[config.mk]
export PLATFORM = sky130hd
export DESIGN_NAME = wiegand_frame_receiver
export DESIGN_NICKNAME = d
export VERILOG_FILES = /design/src/rtl/wfr_pkg.sv /design/src/rtl/wfr_frame_acc.sv /design/src/rtl/wfr_decode.sv /design/src/rtl/wiegand_frame_receiver.sv
export SDC_FILE = /design/constraint.sdc
export NUM_CORES = 1
export LEC_CHECK = 0
export BUFFER_PORTS_ARGS = -buffer_cell sky130_fd_sc_hd__buf_2
export CORE_ASPECT_RATIO = 0.7
export CORE_MARGIN = 3
export CORE_UTILIZATION = 40
export DETAILED_ROUTE_END_ITERATION = 6
export HOLD_SLACK_MARGIN = 0.03
export PLACE_DENSITY = 0.68
export SETUP_SLACK_MARGIN = 0.02
export SYNTH_ARGS = -nofsm -noshare
export SYNTH_HDL_FRONTEND = slang
export SYNTH_SLANG_ARGS = --single-unit
[constraint.sdc]
create_clock -name aclk -period 5.6 [get_ports aclk]
set_input_delay 0.28 -clock aclk [delete_from_list [all_inputs] [get_ports aclk]]
set_output_delay 0.28 -clock aclk [all_outputs]
set_load 0.03 [all_outputs]
[src/rtl/wfr_pkg.sv]
package wfr_pkg;

    localparam int unsigned TIME_W = 32;
    localparam int unsigned CODE_W = 32;
    localparam int unsigned TYPE_W = 6;
    localparam int unsigned CNT_W  = 6;
    localparam int unsigned IDLE_W = 20;

    localparam logic [CNT_W-1:0]  CNT_MAX    = 6'd63;
    localparam logic [CNT_W-1:0]  CNT_WORD   = 6'd31;
    localparam logic [IDLE_W-1:0] IDLE_RESET = 20'd25000;

    // frame lengths that decode
    localparam logic [CNT_W-1:0] LEN_KEY4  = 6'd4;
    localparam logic [CNT_W-1:0] LEN_KEY8  = 6'd8;
    localparam logic [CNT_W-1:0] LEN_ID24  = 6'd24;
    localparam logic [CNT_W-1:0] LEN_ID26  = 6'd26;
    localparam logic [CNT_W-1:0] LEN_ID32  = 6'd32;
    localparam logic [CNT_W-1:0] LEN_ID34  = 6'd34;

    localparam logic [3:0]        KEY_STAR   = 4'hb;
    localparam logic [3:0]        KEY_HASH   = 4'ha;
    localparam logic [CODE_W-1:0] KEY_ENTER  = 32'h0000_000d;
    localparam logic [CODE_W-1:0] KEY_ESCAPE = 32'h0000_001b;

    typedef enum logic [1:0] {
        OP_D0   = 2'd0,
        OP_D1   = 2'd1,
        OP_POLL = 2'd2
    } op_t;

    typedef enum logic [1:0] {
        ST_NONE     = 2'd0,
        ST_DECODED  = 2'd1,
        ST_REJECTED = 2'd2
    } status_t;

    typedef struct packed {
        logic [31:0]      shift_low;
        logic [31:0]      shift_high;
        logic [CNT_W-1:0] bit_count;
    } frame_t;

    typedef struct packed {
        logic              ready;
        status_t           status;
        logic              load_code;
        logic              load_type;
        logic [CODE_W-1:0] code;
        logic [TYPE_W-1:0] frame_type;
    } decode_t;

    function automatic logic [CODE_W-1:0] map_key(input logic [3:0] k);
        logic [CODE_W-1:0] r;
        if (k == KEY_STAR) begin
            r = KEY_ENTER;
        end else if (k == KEY_HASH) begin
            r = KEY_ESCAPE;
        end else begin
            r = {{(CODE_W-4){1'b0}}, k};
        end
        return r;
    endfunction

endpackage

[src/rtl/wfr_frame_acc.sv]
module wfr_frame_acc (
    input  logic            aclk,
    input  logic            aresetn,
    input  logic            take_bit,
    input  logic            bit_value,
    input  logic            clear,
    output wfr_pkg::frame_t frame
);
    import wfr_pkg::*;

    logic [31:0]      shift_low_reg,  shift_low_next;
    logic [31:0]      shift_high_reg, shift_high_next;
    logic [CNT_W-1:0] bit_count_reg,  bit_count_next;

    always_comb begin
        shift_low_next  = shift_low_reg;
        shift_high_next = shift_high_reg;
        bit_count_next  = bit_count_reg;
        if (clear) begin
            shift_low_next  = '0;
            shift_high_next = '0;
            bit_count_next  = '0;
        end else if (take_bit) begin
            if (bit_count_reg != CNT_MAX) begin
                bit_count_next = bit_count_reg + 6'd1;
            end
            // from the 32nd bit on the low word spills into the high word
            if (bit_count_next > CNT_WORD) begin
                shift_high_next = {shift_high_reg[30:1],
                                   shift_high_reg[0] | shift_low_reg[31], 1'b0};
            end
            shift_low_next = {shift_low_reg[30:1], shift_low_reg[0] | bit_value, 1'b0};
        end
    end

    always_ff @(posedge aclk) begin
        if (!aresetn) begin
            shift_low_reg  <= '0;
            shift_high_reg <= '0;
            bit_count_reg  <= '0;
        end else begin
            shift_low_reg  <= shift_low_next;
            shift_high_reg <= shift_high_next;
            bit_count_reg  <= bit_count_next;
        end
    end

    assign frame.shift_low  = shift_low_reg;
    assign frame.shift_high = shift_high_reg;
    assign frame.bit_count  = bit_count_reg;

endmodule

[src/rtl/wfr_decode.sv]
module wfr_decode (
    input  wfr_pkg::frame_t                   frame,
    input  logic [wfr_pkg::CNT_W-1:0]         count_at_last_poll,
    input  logic [wfr_pkg::TIME_W-1:0]        last_poll_time,
    input  logic [wfr_pkg::TIME_W-1:0]        now_us,
    input  logic [wfr_pkg::IDLE_W-1:0]        idle_wait_us,
    output wfr_pkg::decode_t                  dec
);
    import wfr_pkg::*;

    logic [TIME_W-1:0] elapsed;
    logic [31:0]       lo;
    logic [31:0]       hi;
    logic [3:0]        low_nib;
    logic [3:0]        high_nib;
    logic [CNT_W-1:0]  n;

    assign n        = frame.bit_count;
    assign elapsed  = now_us - last_poll_time;
    // undo the pre-shift of the receive pair
    assign lo       = {1'b0, frame.shift_low[31:1]};
    assign hi       = {1'b0, frame.shift_high[31:1]};
    assign low_nib  = lo[3:0];
    assign high_nib = lo[7:4];

    always_comb begin
        dec            = '0;
        dec.status     = ST_NONE;
        dec.ready      = (elapsed > {{(TIME_W-IDLE_W){1'b0}}, idle_wait_us})
                         && (n != '0) && (n == count_at_last_poll);
        dec.frame_type = n;
        if (dec.ready) begin
            if (n inside {LEN_KEY4, LEN_KEY8, LEN_ID24, LEN_ID26, LEN_ID32, LEN_ID34}) begin
                dec.load_type = 1'b1;
                dec.load_code = 1'b1;
                dec.status    = ST_DECODED;
                if (n == LEN_KEY4) begin
                    dec.code = map_key(low_nib);
                end else if (n == LEN_KEY8) begin
                    dec.code = map_key(low_nib);
                    if (low_nib != ~high_nib) begin
                        dec.load_code = 1'b0;
                        dec.status    = ST_REJECTED;
                    end
                end else if (n == LEN_ID26) begin
                    dec.code = {8'd0, lo[24:1]};
                end else if (n == LEN_ID34) begin
                    dec.code = {hi[1:0], lo[30:1]};
                end else begin
                    dec.code = lo;
                end
            end else begin
                dec.status = ST_REJECTED;
            end
        end
    end

endmodule

[src/rtl/wiegand_frame_receiver.sv]
// Wiegand receiver for keypads and card readers. Each transaction on the s_axis
// side is a D0 pulse, a D1 pulse or a poll carrying the microsecond time. It goes
// through an input register and then one pass of decode logic, and while m_axis
// keeps up a new one is taken every cycle. Pulses give no output and keep moving
// while a result waits. A poll needs the output register, so a poll that sits
// behind a stalled result holds s_axis_tready low until that result is taken.
// A poll's result passes the input register and then the output register, and a
// stalled result in the output register holds the poll back. The result carries
// status none, decoded or rejected, plus the last decoded code and frame
// length. A frame completes at a poll that finds the bit count nonzero and
// unchanged and more than idle_wait_us gone since the previous poll; 4 and 8 bit
// keys and 24/26/32/34 bit card ids decode, other lengths are dropped.
module wiegand_frame_receiver (
    input  logic        aclk,
    input  logic        aresetn,
    input  logic        cfg_we,
    input  logic [19:0] cfg_wdata,     // idle_wait_us
    input  logic        s_axis_tvalid,
    output logic        s_axis_tready,
    input  logic [31:0] s_axis_tdata,  // [31:0] now_us
    input  logic [1:0]  s_axis_tuser,  // [1:0] op
    output logic        m_axis_tvalid,
    input  logic        m_axis_tready,
    output logic [39:0] m_axis_tdata,  // [31:0] card_code, [37:32] frame_bits, zero fill
    output logic [1:0]  m_axis_tuser   // [1:0] status
);
    import wfr_pkg::*;

    logic [IDLE_W-1:0] idle_wait_reg;
    logic              in_valid_reg;
    logic [1:0]        in_op_reg;
    logic [TIME_W-1:0] in_now_reg;
    logic [TIME_W-1:0] last_poll_time_reg;
    logic [CNT_W-1:0]  count_at_last_poll_reg;
    logic [CODE_W-1:0] held_code_reg, held_code_next;
    logic [TYPE_W-1:0] held_type_reg, held_type_next;
    logic              m_valid_reg;
    status_t           m_status_reg;
    logic [CODE_W-1:0] m_code_reg;
    logic [TYPE_W-1:0] m_type_reg;

    logic    is_poll;
    logic    is_pulse;
    logic    fire;
    logic    do_poll;
    frame_t  frame;
    decode_t dec;

    assign is_poll  = (in_op_reg == OP_POLL);
    assign is_pulse = (in_op_reg == OP_D0) || (in_op_reg == OP_D1);
    // a pulse never needs the output slot
    assign fire     = in_valid_reg && (!is_poll || !m_valid_reg || m_axis_tready);
    assign do_poll  = fire && is_poll;
    assign s_axis_tready = !in_valid_reg || fire;

    wfr_frame_acc u_acc (
        .aclk      (aclk),
        .aresetn   (aresetn),
        .take_bit  (fire && is_pulse),
        .bit_value (in_op_reg == OP_D1),
        .clear     (do_poll && dec.ready),
        .frame     (frame)
    );

    wfr_decode u_dec (
        .frame              (frame),
        .count_at_last_poll (count_at_last_poll_reg),
        .last_poll_time     (last_poll_time_reg),
        .now_us             (in_now_reg),
        .idle_wait_us       (idle_wait_reg),
        .dec                (dec)
    );

    assign held_code_next = dec.load_code ? dec.code : held_code_reg;
    assign held_type_next = dec.load_type ? dec.frame_type : held_type_reg;

    always_ff @(posedge aclk) begin
        if (!aresetn) begin
            idle_wait_reg          <= IDLE_RESET;
            in_valid_reg           <= 1'b0;
            last_poll_time_reg     <= '0;
            count_at_last_poll_reg <= '0;
            held_code_reg          <= '0;
            held_type_reg          <= '0;
            m_valid_reg            <= 1'b0;
        end else begin
            if (cfg_we) begin
                idle_wait_reg <= cfg_wdata;
            end
            if (s_axis_tready) begin
                in_valid_reg <= s_axis_tvalid;
            end
            if (do_poll) begin
                last_poll_time_reg     <= in_now_reg;
                count_at_last_poll_reg <= dec.ready ? '0 : frame.bit_count;
                held_code_reg          <= held_code_next;
                held_type_reg          <= held_type_next;
                m_valid_reg            <= 1'b1;
            end else if (m_axis_tready) begin
                m_valid_reg <= 1'b0;
            end
        end
    end

    always_ff @(posedge aclk) begin
        if (s_axis_tready && s_axis_tvalid) begin
            in_op_reg  <= s_axis_tuser;
            in_now_reg <= s_axis_tdata;
        end
        if (do_poll) begin
            m_status_reg <= dec.status;
            m_code_reg   <= held_code_next;
            m_type_reg   <= held_type_next;
        end
    end

    assign m_axis_tvalid = m_valid_reg;
    assign m_axis_tuser  = m_status_reg;
    assign m_axis_tdata  = {2'b00, m_type_reg, m_code_reg};

endmodule

==> key figures <==
Timing
  • Worst Tran Pin Value: 1090 ps
  • Final Hold Fails: 0
  • Fin Hold WS: 46.8 ps
  • Clk_skew: 25.4 ps
  • Min Tclk post-route: 5210 ps
  • Fin crit share: 93.1%
  • Slew Limit Headroom: 27.4%
  • Endpoints failing setup: 0
  • Max Freq: 0.192 GHz
  • Final worst slack: 386 ps
  • Unrepaired setup endpoints after global routing: no
  • Final setup TNS: 0 ps
  • Fin. max-slew vios: 0

Synth
  • Share of the synthesized area in the top cell type: 24.3%
  • Syn Area/Cell: 9.36 um2
  • Top cells by area, synth: dfxtp_1 24%, edfxtp_1 20%, nand2_1 8.1%, mux2i_1 8.0%, ha_1 6.0%
  • Post-synth EDFFs: 74
  • Synth Instances: 1205
  • Post-synthesis sequential area ratio: 44.0%
  • Synthesized area: 0.0113 mm2
  • Synth warn: 0
  • Dominant cell type by area after synthesis: dfxtp_1
  • Post-synthesis register bit count: 211
  • Async SR Flop Fraction: 0%
  • Cell variety after synth: 69
  • Synth Flop Type: dfxtp_1

Place
  • Dpl cells: 1604
  • Detailed Place HPWL: 17600 um
  • Routability Congestion: 0.951
  • Dpl ws: 510 ps
  • Buffers on Ports: 100

Critical path
  • WP buf/inv: 1
  • WS Path Type: reg -> reg
  • Crit path max-delay family: compound AO/OA/AOI/OAI gates
  • Slowest stage delay, CP: 890 ps
  • CP startpoint: in_now_reg[4]
  • R2r setup slk: 390 ps
  • CP Capture Type: register
  • FF-to-FF End: m_code_reg[26]
  • Critical path arrival: 5460 ps
  • Worst setup SP type: register
  • Worst path required time: 5840 ps
  • Cells on worst reg2reg path: 18
  • Worst r2r src: in_now_reg[4]
  • Crit-path slowest cell: a2111oi_0
  • Max Fanout on Critical Path: 32
  • CP Cell Sequence: ha_1, o211ai_1, a21o_1, a2111oi_0, o21ai_1, nand2b_1, xor2_1, ha_1, a21o_1, a21oi_1, o22ai_1, nor4_1, a211o_1, nand2_1, nor4b_4, a31oi_4, buf_4, mux2_1

Floorplan
  • Row cnt: 50
  • Initial Utilization: 41.5%
  • CORE AREA: 0.0272 mm2
  • Die extent in x: 207 um
  • Die Ht: 147 um
  • Die area: 0.0303 mm2
  • Io pins: 103

Clocking
  • Clock-pin slew on the worst setup and hold paths: 60 ps
  • H-Tree Level Count: 1
  • TritonCTS clock tree: done
  • Post-CTS Repair Setup Buffers: 0
  • CTS sink cnt: 211
  • Clock buffer depth: 3
  • Skew-Pair Late Insertion Delay: 510 ps
  • CTS Buf Count: 23
  • PostCTS Resize Cnt: 0
  • Root Driver: clkbuf_16

Global routing
  • First-pass GRT wire length: 42800 um
  • GRT overflow: 0
  • Number of global-route vias before repair: 8288
  • Largest net degree at the start of global routing: 100
  • GRT Overall Usage: 17.1%
  • Initial antenna violation count: 0

Final layout
  • P&R area growth vs syn: 17.4%
  • Antenna cells: 0
  • Most frequent cells in the layout: 245 x nand2_1, 137 x dfxtp_1, 99 x buf_2
  • Nets: 1425
  • Final Non-Filler Cells: 1690
  • Ratio of cells with drive above 1 in the final layout: 12.2%
  • Most common cell after layout, fill and taps aside: nand2_1

Route
  • Remaining DRCs: 0
  • DRT iter0 DRCs: 578
  • Pre-Repair DR Iteration Count: 6
  • Antenna violation net count after detailed routing: 0
  • Wire length per cell: 15.4 um
  • Vias: 8760
  • Total Wirelength: 26100 um
  • Vias per inst: 5.18

Hold path
  • Hold path depth: 3
  • Hold Path Origin: cfg_wdata[9]
  • WHS Endpoint: idle_wait_reg[9]
  • Worst hold path class: in -> reg

Status
  • Status: complete, no violations

Pwr
  • Pwr dens: 271 mW/mm2
  • Peak VDD IR: 0.203 mV
  • P_leak: 0.00509 uW

Run
  • Maxcap violations: 0
## synth_stat cells, types with 18 or more instances
| master | n |
|---|---|
| nor2_1 | 33 |
| xnor2_1 | 19 |
| nand2_1 | 245 |
| nor2b_1 | 23 |
| o21ai_0 | 28 |
| dfxtp_1 | 137 |
| a21oi_1 | 76 |
| ha_1 | 54 |
| a21boi_0 | 33 |
| mux2i_1 | 90 |
| clkbuf_1 | 57 |
| mux2_1 | 29 |
| edfxtp_1 | 74 |
| nor3b_1 | 38 |
| nand4_1 | 18 |
| inv_1 | 61 |
## worst min-delay path, stage by stage
cell,delay [ps]
buf_2,70
mux2i_1,50
nor2b_1,90
## kinds of logic after synthesis
family                     share of synthesized area, %
AOI/OAI and AO/OA                                  12.9
muxes                                              11.7
and+or+nand+nor                                    17.8
buffers and inverters                              4.75
other                                            0.0332
DFF                                                44.0
adders and majority gates                          6.16
xor gates and xnor gates                           2.72
## how the worst max path moves through the flow
stage,endpoint,slack (ps),depth (start not counted)
global placement,m_code_reg[8],570,17
floorplan,m_code_reg[0],1220,18
global route,m_code_reg[24],40,17
finish,m_code_reg[26],390,18
CTS,m_code_reg[26],490,18
detailed placement,m_code_reg[7],510,18
## per-stage QoR
step / total power (uW) / instance area (um2) / util [%]
final: 3590 / 13300 / 48.7
after global routing: 3740 / 13300 / 48.7
after CTS: 3620 / 13300 / 48.7
after detailed placement: 2060 / 12000 / 44.2
after global placement: 2060 / 12000 / 44.2
after floorplan: 1960 / 11300 / -
## power by group
group	leakage, uW	switching, uW	internal [uW]
Sequential	0.00182	20.0	1620
Clock	0.000372	599	926
Combinational	0.00290	244	179
## per-layer routing
metal / track usage (%) / part of all wire (%) / vias to the layer above
li1: - / - / 4422
met1: 26.1 / 52 / 4084
met2: 25.2 / 41 / 216
met3: 2.72 / 5.3 / 38
met4: 4.11 / 2.3 / 0
met5: 0 / 0 / -
## final cells by class
class                      count  area [um2]
timing repair buffer         153        1020
clock inverter                 6        82.6
tap                          364         455
inverter                      63         236
clock buffer                  34         678
fill                        2471       14000
sequential                   211        4960
multi-input combinational    859        5820
## timing repair
item / in CTS / in global routing
hold buffers: 46 / 0
endpoints found under the hold margin: 46 / 0
endpoints found under the setup margin: 0 / 0
(Power assumes the default switching activity.)
